<file path="config.mk">
export PLATFORM = sky130hd
export DESIGN_NAME = terminal_key_and_mouse_decoder
export DESIGN_NICKNAME = d
export VERILOG_FILES = /design/src/hdl/tkmd_pkg.sv /design/src/hdl/tkmd_report.sv /design/src/hdl/terminal_key_and_mouse_decoder.sv
export SDC_FILE = /design/constraint.sdc
export NUM_CORES = 1
export LEC_CHECK = 0
export BUFFER_PORTS_ARGS = -buffer_cell sky130_fd_sc_hd__buf_2
export CAP_MARGIN = 30
export CORE_ASPECT_RATIO = 0.5
export CORE_MARGIN = 4
export CORE_UTILIZATION = 57
export CTS_BUF_LIST = sky130_fd_sc_hd__clkbuf_4 sky130_fd_sc_hd__clkbuf_8
export DETAILED_ROUTE_END_ITERATION = 6
export GPL_TIMING_DRIVEN = 0
export HOLD_SLACK_MARGIN = 0.15
export MAX_ROUTING_LAYER = met4
export PLACE_DENSITY_LB_ADDON = 0.12
export SETUP_SLACK_MARGIN = 0.2
export SLEW_MARGIN = 20
export SYNTH_ARGS = -nofsm -noshare
export SYNTH_HDL_FRONTEND = slang
export SYNTH_SLANG_ARGS = --single-unit
</file>
<file path="constraint.sdc">
create_clock -name clk_i -period 3.5 [get_ports clk_i]
set_input_delay 0.35 -clock clk_i [delete_from_list [all_inputs] [get_ports clk_i]]
set_output_delay 0.35 -clock clk_i [all_outputs]
set_load 0.01 [all_outputs]
</file>
<file path="src/hdl/tkmd_pkg.sv">
package tkmd_pkg;

  // Default depth of the mouse report buffer, counted in report bytes.
  localparam int unsigned ESCAPE_CAPACITY_DEF = 32;

  // Bytes with a special meaning in the terminal stream.
  localparam logic [7:0] BYTE_NUL   = 8'h00;
  localparam logic [7:0] BYTE_ESC   = 8'h1b;
  localparam logic [7:0] BYTE_CSI   = "[";
  localparam logic [7:0] BYTE_SGR   = "<";
  localparam logic [7:0] BYTE_UP    = "A";
  localparam logic [7:0] BYTE_DOWN  = "B";
  localparam logic [7:0] BYTE_PRESS = "M";
  localparam logic [7:0] BYTE_REL   = "m";
  localparam logic [7:0] BYTE_SEP   = ";";
  localparam logic [7:0] BYTE_PLUS  = "+";
  localparam logic [7:0] BYTE_MINUS = "-";
  localparam logic [7:0] BYTE_ZERO  = "0";
  localparam logic [7:0] BYTE_NINE  = "9";
  localparam logic [7:0] BYTE_SPACE = " ";
  localparam logic [7:0] BYTE_TAB   = 8'h09;
  localparam logic [7:0] BYTE_CR    = 8'h0d;
  localparam logic [7:0] BYTE_LF    = 8'h0a;

  localparam int unsigned MAG_W = 15;
  localparam int unsigned POS_W = 16;

  typedef enum logic [1:0] {
    ESC_IDLE  = 2'd0,
    ESC_SEEN  = 2'd1,
    ESC_CSI   = 2'd2,
    ESC_MOUSE = 2'd3
  } tkmd_esc_e;

  typedef enum logic [2:0] {
    SCAN_WAIT   = 3'd0,
    SCAN_SIGN   = 3'd1,
    SCAN_DIGITS = 3'd2,
    SCAN_DONE   = 3'd3,
    SCAN_FAIL   = 3'd4
  } tkmd_scan_e;

  typedef enum logic [3:0] {
    ACT_QUIT       = 4'd0,
    ACT_REFRESH    = 4'd1,
    ACT_FIXTURE    = 4'd2,
    ACT_VISUAL     = 4'd3,
    ACT_GEOGRAPHY  = 4'd4,
    ACT_ARRIVALS   = 4'd5,
    ACT_DEPARTURES = 4'd6,
    ACT_BACK       = 4'd7,
    ACT_OPEN       = 4'd8,
    ACT_UP         = 4'd9,
    ACT_DOWN       = 4'd10,
    ACT_MOUSE      = 4'd11
  } tkmd_action_e;

  // Commands from the escape sequencer to the report scanner.
  typedef struct packed {
    logic start;  // ESC [ < seen: clear the report
    logic drop;   // report hit the capacity: forget the byte count
    logic step;   // one more report byte to scan
  } tkmd_rep_ctrl_t;

  // What the scanner reports back about the report so far.
  typedef struct packed {
    logic             full;
    logic             matched;
    logic             btn_zero;
    logic [POS_W-1:0] pend_col;
    logic [POS_W-1:0] row_val;
  } tkmd_rep_stat_t;

endpackage

</file>
<file path="src/hdl/tkmd_report.sv">
module tkmd_report
  import tkmd_pkg::*;
#(
  parameter int unsigned ESCAPE_CAPACITY = ESCAPE_CAPACITY_DEF
) (
  input  logic           clk_i,
  input  logic           rst_ni,
  input  tkmd_rep_ctrl_t ctrl_i,
  input  logic [7:0]     byte_i,
  output tkmd_rep_stat_t stat_o
);

  localparam int unsigned CntW = $clog2(ESCAPE_CAPACITY + 1);

  logic [CntW-1:0]  count_q, count_d;
  logic [CntW:0]    count_inc;
  tkmd_scan_e       phase_q, phase_d;
  logic [1:0]       idx_q, idx_d;
  logic [MAG_W-1:0] mag_q, mag_d;
  logic             neg_q, neg_d;
  logic [1:0]       btn_q, btn_d;
  logic [POS_W-1:0] pcol_q, pcol_d;

  logic [POS_W-1:0] sval;
  logic             is_digit;
  logic             is_space;
  logic [3:0]       dval;
  logic [MAG_W+3:0] mag_next;
  logic [MAG_W-1:0] mag_sat;

  assign count_inc = {1'b0, count_q} + (CntW + 1)'(1);
  assign sval      = neg_q ? (POS_W'(0) - {1'b0, mag_q}) : {1'b0, mag_q};
  assign is_digit  = (byte_i >= BYTE_ZERO) && (byte_i <= BYTE_NINE);
  assign is_space  = (byte_i == BYTE_SPACE) || ((byte_i >= BYTE_TAB) && (byte_i <= BYTE_CR));
  assign dval      = byte_i[3:0];
  // Times ten is two shifts and an add.
  assign mag_next  = ({4'b0, mag_q} << 3) + ({4'b0, mag_q} << 1) + {15'b0, dval};
  assign mag_sat   = (mag_next > (MAG_W + 4)'(2 ** MAG_W - 1)) ? '1 : mag_next[MAG_W-1:0];

  always_comb begin
    count_d = count_q;
    phase_d = phase_q;
    idx_d   = idx_q;
    mag_d   = mag_q;
    neg_d   = neg_q;
    btn_d   = btn_q;
    pcol_d  = pcol_q;
    if (ctrl_i.start) begin
      count_d = '0;
      phase_d = SCAN_WAIT;
      idx_d   = '0;
      mag_d   = '0;
      neg_d   = 1'b0;
      btn_d   = '0;
      pcol_d  = '0;
    end else if (ctrl_i.drop) begin
      count_d = '0;
    end else if (ctrl_i.step) begin
      count_d = count_inc[CntW-1:0];
      if (phase_q == SCAN_DONE || phase_q == SCAN_FAIL) begin
        // Outcome already settled; later bytes only count.
      end else if (byte_i == BYTE_NUL) begin
        // End of text, as a NUL ends the string handed to the scanner.
        phase_d = (phase_q == SCAN_DIGITS && idx_q == 2'd2) ? SCAN_DONE : SCAN_FAIL;
      end else begin
        unique case (phase_q)
          SCAN_WAIT: begin
            if (is_space) begin
              phase_d = SCAN_WAIT;
            end else if (byte_i == BYTE_PLUS || byte_i == BYTE_MINUS) begin
              neg_d   = (byte_i == BYTE_MINUS);
              phase_d = SCAN_SIGN;
            end else if (is_digit) begin
              mag_d   = MAG_W'(dval);
              phase_d = SCAN_DIGITS;
            end else begin
              phase_d = SCAN_FAIL;
            end
          end
          SCAN_SIGN: begin
            if (is_digit) begin
              mag_d   = MAG_W'(dval);
              phase_d = SCAN_DIGITS;
            end else begin
              phase_d = SCAN_FAIL;
            end
          end
          SCAN_DIGITS: begin
            if (is_digit) begin
              mag_d = mag_sat;
            end else if (idx_q == 2'd2) begin
              phase_d = SCAN_DONE;
            end else if (byte_i != BYTE_SEP) begin
              phase_d = SCAN_FAIL;
            end else begin
              if (idx_q == 2'd0) begin
                btn_d = sval[1:0];
              end else begin
                pcol_d = sval - POS_W'(1);
              end
              idx_d   = idx_q + 2'd1;
              phase_d = SCAN_WAIT;
              mag_d   = '0;
              neg_d   = 1'b0;
            end
          end
          default: begin
            phase_d = phase_q;
          end
        endcase
      end
    end
  end

  always_ff @(posedge clk_i or negedge rst_ni) begin
    if (!rst_ni) begin
      count_q <= '0;
      phase_q <= SCAN_WAIT;
      idx_q   <= '0;
      mag_q   <= '0;
      neg_q   <= 1'b0;
      btn_q   <= '0;
      pcol_q  <= '0;
    end else begin
      count_q <= count_d;
      phase_q <= phase_d;
      idx_q   <= idx_d;
      mag_q   <= mag_d;
      neg_q   <= neg_d;
      btn_q   <= btn_d;
      pcol_q  <= pcol_d;
    end
  end

  assign stat_o.full     = count_inc >= (CntW + 1)'(ESCAPE_CAPACITY);
  assign stat_o.matched  = (phase_q == SCAN_DONE) || (phase_q == SCAN_DIGITS && idx_q == 2'd2);
  assign stat_o.btn_zero = (btn_q == 2'd0);
  assign stat_o.pend_col = pcol_q;
  assign stat_o.row_val  = sval - POS_W'(1);

endmodule

</file>
<file path="src/hdl/terminal_key_and_mouse_decoder.sv">
// A byte accepted into the input stage then loads its result, if any, into the result register,
// unless the result register is still stalled, in which case the byte waits in the input stage.
// Throughput: one byte per cycle while results are taken. A byte that gives no result
// moves on even while a result waits on the output; a byte with a result holds the input.
// Reset (rst_ni low, asynchronous): no escape in progress, report state cleared, and
// the last mouse column and row both read as minus one.
module terminal_key_and_mouse_decoder
  import tkmd_pkg::*;
#(
  parameter int unsigned ESCAPE_CAPACITY = ESCAPE_CAPACITY_DEF
) (
  input  logic             clk_i,
  input  logic             rst_ni,
  input  logic             in_valid_i,
  output logic             in_ready_o,
  input  logic [7:0]       byte_value_i,
  output logic             out_valid_o,
  input  logic             out_ready_i,
  output logic [3:0]       action_o,
  output logic [POS_W-1:0] mouse_column_o,
  output logic [POS_W-1:0] mouse_row_o
);

  // Input stage: the byte waiting to be decoded.
  logic       s1_valid_q;
  logic [7:0] s1_byte_q;

  // Escape sequencer state and the position of the last mouse press.
  tkmd_esc_e        esc_q, esc_d;
  logic [POS_W-1:0] last_col_q, last_col_d;
  logic [POS_W-1:0] last_row_q, last_row_d;

  // Result register.
  logic             out_valid_q;
  tkmd_action_e     act_q;
  logic [POS_W-1:0] col_q, row_q;

  tkmd_action_e   act_d;
  logic           has_res;
  tkmd_rep_ctrl_t rep_ctrl, rep_ctrl_gated;
  tkmd_rep_stat_t rep_stat;

  logic out_free;
  logic advance;

  // The result register can take a new result when it is empty or being emptied.
  // A byte that gives no result moves on regardless of the output side.
  assign out_free   = !out_valid_q || out_ready_i;
  assign advance    = s1_valid_q && (!has_res || out_free);
  assign in_ready_o = !s1_valid_q || advance;

  always_ff @(posedge clk_i or negedge rst_ni) begin
    if (!rst_ni) begin
      s1_valid_q <= 1'b0;
    end else if (in_ready_o) begin
      s1_valid_q <= in_valid_i;
    end
  end

  always_ff @(posedge clk_i) begin
    if (in_valid_i && in_ready_o) begin
      s1_byte_q <= byte_value_i;
    end
  end

  // The mouse report itself is scanned number by number in a unit of its own;
  // it only changes state when the current byte actually moves on.
  assign rep_ctrl_gated = advance ? rep_ctrl : '0;

  tkmd_report #(
    .ESCAPE_CAPACITY(ESCAPE_CAPACITY)
  ) u_report (
    .clk_i  (clk_i),
    .rst_ni (rst_ni),
    .ctrl_i (rep_ctrl_gated),
    .byte_i (s1_byte_q),
    .stat_o (rep_stat)
  );

  // Escape sequencer: next state, key decoding and result selection.
  always_comb begin
    esc_d      = esc_q;
    act_d      = ACT_QUIT;
    has_res    = 1'b0;
    rep_ctrl   = '0;
    last_col_d = last_col_q;
    last_row_d = last_row_q;
    unique case (esc_q)
      ESC_IDLE: begin
        if (s1_byte_q == BYTE_ESC) begin
          esc_d = ESC_SEEN;
        end else begin
          // Plain key: letters in either case, and CR or LF for open.
          has_res = 1'b1;
          unique case (s1_byte_q)
            "q", "Q":         act_d = ACT_QUIT;
            "r", "R":         act_d = ACT_REFRESH;
            "f", "F":         act_d = ACT_FIXTURE;
            "v", "V":         act_d = ACT_VISUAL;
            "g", "G":         act_d = ACT_GEOGRAPHY;
            "a", "A":         act_d = ACT_ARRIVALS;
            "d", "D":         act_d = ACT_DEPARTURES;
            "b", "B":         act_d = ACT_BACK;
            BYTE_CR, BYTE_LF: act_d = ACT_OPEN;
            default:          has_res = 1'b0;
          endcase
        end
      end
      ESC_SEEN: begin
        // Anything other than the bracket abandons the escape quietly.
        esc_d = (s1_byte_q == BYTE_CSI) ? ESC_CSI : ESC_IDLE;
      end
      ESC_CSI: begin
        if (s1_byte_q == BYTE_SGR) begin
          esc_d          = ESC_MOUSE;
          rep_ctrl.start = 1'b1;
        end else begin
          esc_d = ESC_IDLE;
          if (s1_byte_q == BYTE_UP) begin
            has_res = 1'b1;
            act_d   = ACT_UP;
          end else if (s1_byte_q == BYTE_DOWN) begin
            has_res = 1'b1;
            act_d   = ACT_DOWN;
          end
        end
      end
      ESC_MOUSE: begin
        if (s1_byte_q == BYTE_PRESS || s1_byte_q == BYTE_REL) begin
          esc_d = ESC_IDLE;
          // Only a complete press of the primary button moves the position;
          // a release or an incomplete report keeps the previous one.
          if (rep_stat.matched && rep_stat.btn_zero && s1_byte_q == BYTE_PRESS) begin
            has_res    = 1'b1;
            act_d      = ACT_MOUSE;
            last_col_d = rep_stat.pend_col;
            last_row_d = rep_stat.row_val;
          end
        end else if (rep_stat.full) begin
          // Report too long for the buffer: drop it without a result.
          esc_d         = ESC_IDLE;
          rep_ctrl.drop = 1'b1;
        end else begin
          rep_ctrl.step = 1'b1;
        end
      end
    endcase
  end

  always_ff @(posedge clk_i or negedge rst_ni) begin
    if (!rst_ni) begin
      esc_q      <= ESC_IDLE;
      last_col_q <= '1;
      last_row_q <= '1;
    end else if (advance) begin
      esc_q      <= esc_d;
      last_col_q <= last_col_d;
      last_row_q <= last_row_d;
    end
  end

  // Result register: loads a new result, or empties once the result is taken.
  always_ff @(posedge clk_i or negedge rst_ni) begin
    if (!rst_ni) begin
      out_valid_q <= 1'b0;
    end else if (advance && has_res) begin
      out_valid_q <= 1'b1;
    end else if (out_ready_i) begin
      out_valid_q <= 1'b0;
    end
  end

  always_ff @(posedge clk_i) begin
    if (advance && has_res) begin
      act_q <= act_d;
      col_q <= last_col_d;
      row_q <= last_row_d;
    end
  end

  assign out_valid_o    = out_valid_q;
  assign action_o       = act_q;
  assign mouse_column_o = col_q;
  assign mouse_row_o    = row_q;

  // A waiting byte with a result must hold while the result register is stalled.
  assert property (@(posedge clk_i) disable iff (!rst_ni)
    (s1_valid_q && has_res && out_valid_q && !out_ready_i) |-> (!in_ready_o && !advance))
    else $error("byte advanced over a stalled result");

  // The position in a pending result is always the last stored press position.
  assert property (@(posedge clk_i) disable iff (!rst_ni)
    out_valid_q |-> (col_q == last_col_q && row_q == last_row_q))
    else $error("result position differs from stored press position");

  // The stored position only changes together with a mouse result.
  assert property (@(posedge clk_i) disable iff (!rst_ni)
    (last_col_q != $past(last_col_q) || last_row_q != $past(last_row_q))
      |-> (out_valid_q && act_q == ACT_MOUSE))
    else $error("press position changed without a mouse result");

endmodule

</file>
# Word-level counts from Yosys, hierarchy flattened
# Cells that the tools add are included.
op_classes:
  magnitude_cmp: 6
  reduce_logical: 48
  eq_ne: 53
  addsub: 6
  mux: 107
op_table:
  columns: ["op", "n"]
  rows:
  - ["two-way mux 16 bit", 17]
  - ["two-way mux 15 bit", 12]
  - ["== test 8 x 7 -> 1 bit, second input constant", 19]
  - ["two-way mux 2 bit", 26]
  - ["one-hot mux 15 bit (3 select lines)", 1]
  - ["two-way mux 3 bit", 13]
  - ["== test 8 x 6 -> 1 bit, second input constant", 4]
  - ["one-hot mux 4 bit (8 select lines)", 1]
  - ["AND reduction 9 bit", 3]
  - ["two-way mux 4 bit", 6]
  - ["two-way mux 1 bit", 23]
  - ["adder 18 x 16 -> 19 bit", 1]
  - ["adder 19 x 4 -> 19 bit", 1]
  - ["> comparator 19 x 15 -> 1 bit, second input constant", 1]
  - ["two-way mux 6 bit", 3]
  - ["!= test 3 bit, second input constant", 6]
  - ["OR reduction 18 bit", 1]
  - ["== test 8 x 4 -> 1 bit, second input constant", 2]
  - ["OR reduction 2 bit", 8]
  - ["subtractor 1 x 15 -> 16 bit, first input constant", 1]
  - ["subtractor 16 x 1 -> 16 bit, second input constant", 1]
  - ["!= test 2 bit, second input constant", 7]
  - ["one-hot mux 4 bit (3 select lines)", 1]
  - ["AND reduction 10 bit", 1]
  - ["other kinds (35)", 61]
totals:
  output_inout_bits: 38
  word_cells: 236
  input_bits: 12
  register_bits: 125

# Longest topological paths before layout
logic_depth:
  depth_word: 15
  ltp_mapped: 12
  ltp_nobuf: 11

# Cells and area by module
# Synthesis repeated with hierarchy kept, for this count alone.
unflattened:
  cells_unflattened: 725
  area_unflattened_um2: 7692.4
modules_own_cells:
  columns: ["module", "cells_each", "seq_area_each_um2", "instances", "area_per_inst_um2"]
  rows:
  - ["tkmd_report", 510, 1126.1, 1, 4204.0]
  - ["terminal_key_and_mouse_decoder", 215, 2262.2, 1, 3488.3]

# Worst setup path before layout
# Ideal clock, no wire load.
synth_timing:
  path_type: "register -> register"
  startpoint: "register s1_byte_q[3]"
  endpoint: "register u_report.mag_q[10]"
  path_buffers: 1
  path_stages_with_launch: 13
  synth_period_minus_slack_ps: 3516
  arrival_time_ps: 3351
  setup_ps: 165
  setup_slack_ps: -16
  required_ps: 3335
  cell_sequence: "edfxtp_1 clkbuf_1 inv_1 fa_1 inv_1 ha_1 a211oi_1 nor2_1 o211ai_1 nor4bb_1 nor4_1 nor3_1 a311oi_1"
synth_between:
  elab_chain_len: 11
  elab_cells_between_ends: 77
  cone_classes: "add/sub (1); order compare (5); eq/ne (33); mux (24); reduce/logical (14)"
synth_lines:
  columns: ["element", "line", "source"]
  rows:
  - ["start: declaration", "terminal_key_and_mouse_decoder.sv:26", "logic [7:0] s1_byte_q;"]
  - ["start signal: assignment", "terminal_key_and_mouse_decoder.sv:62", "s1_byte_q <= byte_value_i;"]
  - ["branches (longest 11 deep; another with adder 19 x 4 -> 19 bit)", null, null]
  - ["end signal: assignment", "tkmd_report.sv:128", "mag_q <= mag_d;"]
  - ["end: declaration", "tkmd_report.sv:19", "logic [MAG_W-1:0] mag_q, mag_d;"]
# Parallel ways; which one is timed is not known. The select of a mux whose other input is x is not followed.
# A chain may end at the register's enable or synchronous reset.

# Final worst setup path
layout_timing:
  startpoint: "register u_report.mag_q[0]"
  endpoint: "register u_report.mag_q[10]"
layout_between:
  elab_chain_len: 11
layout_lines:
  columns: ["element", "line", "source"]
  rows:
  - ["adder 18 x 16 -> 19 bit *", "tkmd_report.sv:37", "assign mag_next = ({4'b0, mag_q} << 3) + ({4'b0, mag_q} << 1) + {15'b0, dval};"]
  - ["adder 19 x 4 -> 19 bit *", "tkmd_report.sv:37", null]
  - ["> comparator 19 x 15 -> 1 bit", "tkmd_report.sv:38", "assign mag_sat = (mag_next > (MAG_W + 4)'(2 ** MAG_W - 1)) ? '1 : mag_next[MAG_W-1:0];"]
  - ["two-way mux 15 bit *", "tkmd_report.sv:38", null]
  - ["two-way mux 15 bit *", "tkmd_report.sv:89", "if (is_digit) begin"]
  - ["one-hot mux 15 bit (3 select lines) *", "tkmd_report.sv:66", "unique case (phase_q)"]
  - ["two-way mux 15 bit *", "tkmd_report.sv:62", "end else if (byte_i == BYTE_NUL) begin"]
  - ["two-way mux 15 bit *", "tkmd_report.sv:60", "if (phase_q == SCAN_DONE || phase_q == SCAN_FAIL) begin"]
  - ["two-way mux 15 bit *", "tkmd_report.sv:58", "end else if (ctrl_i.step) begin"]
  - ["two-way mux 15 bit *", "tkmd_report.sv:56", "end else if (ctrl_i.drop) begin"]
  - ["two-way mux 15 bit *", "tkmd_report.sv:48", "if (ctrl_i.start) begin"]
# Mark *: on every way between the ends. The rest lies on a longest branch, timed or not. The select of a mux whose other input is x is not followed.

==> out/qor.csv <==
stage,metric,value,unit
worst_setup_path,Critical R2R Launch,u_report.mag_q[0],
floorplanning,die area,15410,um2
drt,Residual DRC,0,
worst_setup_path,crit path from,u_report.mag_q[0],
timing,RSZ-0062 raised after global routing,yes,
synthesis,post-synthesis adder-cell area fraction,6.232,%
floorplanning,DIE HEIGHT,89.81,um
timing,Setup-failing EPs final,0,
grt,initial antenna violation count,0,
worst_setup_path,Setup CP Type,reg2reg,
drt,vias per cell,6.237,
timing,min Tclk post-route,3.305,ns
worst_setup_path,Crit Reg-Reg Endpoint,u_report.mag_q[10],
drt,ANT nets after route,0,
worst_setup_path,Worst R2R Setup Slack,0.20,ns
clocking,CTS H-Tree Depth,4,
flow_run,max-cap violations,0,
placement,IO Port Bufs,49,
pwr,Power Density,569.9,nW/um2
synthesis,largest family of logic cells by synthesized area,simple AND/OR/NAND/NOR gates,
drt,Initial DRT Pass Iterations,5,
drt,drt total wl,20010,um
clocking,CTS root buf,clkbuf_8,
clocking,clock sink count,125,
worst_setup_path,R2R depth,14,
grt,Overflow after GRT,0,
placement,placed cell count,989,
drt,1st-iter DRT viols,554,
synthesis,synthesized cell area,7630,um2
pwr,Leak,3.689,nW
layout,fin util,71.36,%
timing,Max Slew Vio Count,0,
synthesis,#FFs+latches synth,125,
layout,"commonest non-fill, non-tap cell in the layout",nor2_1,
grt,GRT Total Usage,26.33,%
worst_setup_path,Worst Setup Start Kind,register,
layout,nets@finish,918,
layout,ANT cells,0,
synthesis,"Seq/Total Area, Yosys",44.41,%
timing,maximum clock frequency,302.6,MHz
synthesis,synth warn,0,
placement,dpl hpwl,13640,um
min_path,Worst Hold Path EP,out_valid_o,
layout,"commonest non-fill, non-tap cells in the layout","nor2_1 (96), nand2_1 (54), buf_2 (51), dfrtp_1 (48), edfxtp_1 (44)",
synthesis,compound-cell area share of the yosys netlist,15.78,%
layout,share of post-route cells with drive strength above 1,28.77,%
clocking,Clock Path Buffers,2,
layout,Fill cells,927,
placement,gp weighted congestion,0.9299,
synthesis,Syn Nets,817,
floorplanning,Placeable Area,12880,um2
synthesis,asr flop ratio synth,64.80,%
min_path,Hold Startpoint,out_ready_i,
synthesis,mux contribution to synthesized area,6.445,%
clocking,CTS tree,done,
worst_setup_path,CP required,3.83,ns
drt,vias post-DR,6568,
synthesis,post-synth cell types,74,
timing,final hold vios,0,
min_path,hold crit path type,in2reg,
layout,Area Growth Syn to Fin,20.47,%
timing,headroom to the max-slew limit,42.44,%
pwr,worst IR drop on VDD,342.8,uV
floorplanning,Starting Density,59.23,%
synthesis,"EDFF count, synth",44,
layout,Layout Cells excl Fill,1053,
timing,worst slew pin tran,0.8555,ns
synthesis,Post-Synth XOR/XNOR Area,4.018,%
min_path,WHS Path Cells,3,
synthesis,mean area per synthesized cell,9.922,um2
floorplanning,Die Wd,171.6,um
synthesis,ys flop type,dfrtp_1,
worst_setup_path,CP Capture Type,register,
drt,WL per Instance,19.00,um
outcome,status,"finished, final reports clean",
clocking,"Reg clk slew, reported paths",0.08,ns
synthesis,Post-Synth Simple-Gate Area,19.48,%
timing,Min Hold Slack,0.2378,ns
synthesis,cell count after synthesis,769,
grt,first-pass GRT wire length,31530,um
clocking,clock latency on the worst-skew pair,0.45,ns
grt,number of global-route vias before repair,6068,
worst_setup_path,"Max FO, Critical Path",7,
timing,period utilization,94.43,%
floorplanning,Top Ports,50,
timing,final setup skew,0.01998,ns
floorplanning,num rows,29,
worst_setup_path,CP arrival,3.63,ns
clocking,Num CTS Buffers,17,
grt,largest net degree at the start of global routing,53,
## report_power, final
| group | leakage, nW | internal (mW) | switching [mW] |
|---|---|---|---|
| Sequential | 1.39 | 1.68 | 0.155 |
| Combinational | 2.09 | 0.854 | 1.16 |
| Clock | 0.209 | 0.718 | 0.673 |
| Total | 3.69 | 3.25 | 1.99 |
## critical path, cell delays in order (launching register included)
cell and delay, ns:
dfrtp_1 0.38, buf_6 0.12, clkinvlp_4 0.15, fa_2 0.64
inv_2 0.05, ha_4 0.22, a211oi_4 0.26, nor2_2 0.07
o211ai_1 0.19, buf_4 0.17, a211oi_1 0.10, nor4_4 0.32
nor3_4 0.06, buf_6 0.15, a311oi_1 0.29
## per-layer routing
layer | track usage (%) | vias to the layer above | routed length (um)
li1 | - | 3053 | -
met1 | 38.46 | 3198 | 9597
met2 | 36.51 | 281 | 8460
met3 | 7.011 | 36 | 1656
met4 | 6.592 | 0 | 294
met5 | - | - | 0
## through the flow
step / area, um2 / power [mW] / setup TNS (ns) / worst slack [ns]
floorplan: 7651 / 3.072 / 0 / 0.2421
global placement: 8109 / 3.432 / -41.03 / -1.029
detailed placement: 8139 / 3.482 / -42.77 / -1.059
CTS: 8912 / 4.960 / 0 / 0.1898
global route: 9191 / 5.523 / 0 / 0.08387
finish: 9191 / 5.238 / 0 / 0.1951
## synthesized netlist by cell type (all sizes together) (8+ instances only)
cell,n,share of area [%]
nor2,99,4.9
nand2,55,2.7
dfrtp,49,16
edfxtp,44,17
o21ai,43,2.9
mux2,41,6.1
ha,34,5.6
clkbuf,33,1.6
dfstp,32,11
inv,31,1.5
a21oi,29,1.9
nor4,22,2.1
xnor2,21,2.4
nand3,20,1.3
nor3,19,1.2
a22o,14,1.6
xor2,14,1.6
nor2b,11,0.90
o31ai,8,0.79
## sequential cells by signal, summed over array words and instances, names as in the netlist
signal and flops:
mouse_column_o 16, u_report.btn_q 2, u_report.idx_q 2, s1_byte_q 8, last_row_q 16, u_report.pcol_q 16, u_report.count_q 6, out_valid_o 1
u_report.neg_q 1, mouse_row_o 16, u_report.mag_q 15, last_col_q 16, u_report.phase_q 3, esc_q 2, s1_valid_q 1, action_o 4
## how the worst max path moves through the flow
| stage | to | cells past startpoint | slack [ns] |
|---|---|---|---|
| after floorplan | u_report.mag_q[10] | 12 | 0.24 |
| after global placement | mouse_row_o[15] | 10 | -1.03 |
| after detailed placement | mouse_row_o[10] | 10 | -1.06 |
| after CTS | u_report.mag_q[7] | 14 | 0.19 |
| after global routing | u_report.mag_q[10] | 13 | 0.08 |
| final | u_report.mag_q[10] | 14 | 0.20 |
## layout make-up
cell class | instances | area, um2 | area share [%]
Timing Repair inverter | 1 | 7.507 | 0.08168
Sequential cell | 125 | 3390 | 36.88
Multi-Input combinational cell | 573 | 4280 | 46.57
Inverter | 31 | 123.9 | 1.348
Clock buffer | 17 | 234.0 | 2.546
Tap cell | 170 | 212.7 | 2.314
Clock inverter | 15 | 186.4 | 2.028
Timing Repair Buffer | 81 | 565.5 | 6.153
Buffer | 40 | 191.4 | 2.083
## logic make-up after synthesis
| logic type | after synthesis |
|---|---|
| DFF | 125 |
| muxes | 44 |
| and+or+nand+nor | 287 |
| buffers and inverters | 71 |
| AOI/OAI and AO/OA | 170 |
| xor gates and xnor gates | 35 |
| adders and majority gates | 37 |
## what timing repair did
item                                    4_1_cts  5_1_grt
endpoints found under the setup margin      101       86
cloned                                        1        0
resized for setup                            30       58
buffers inserted                             13        7
endpoints found under the hold margin        37        0
hold buffers                                 10        0
pin swaps                                     7       16
No activity file was read; power rests on OpenSTA's default activity.
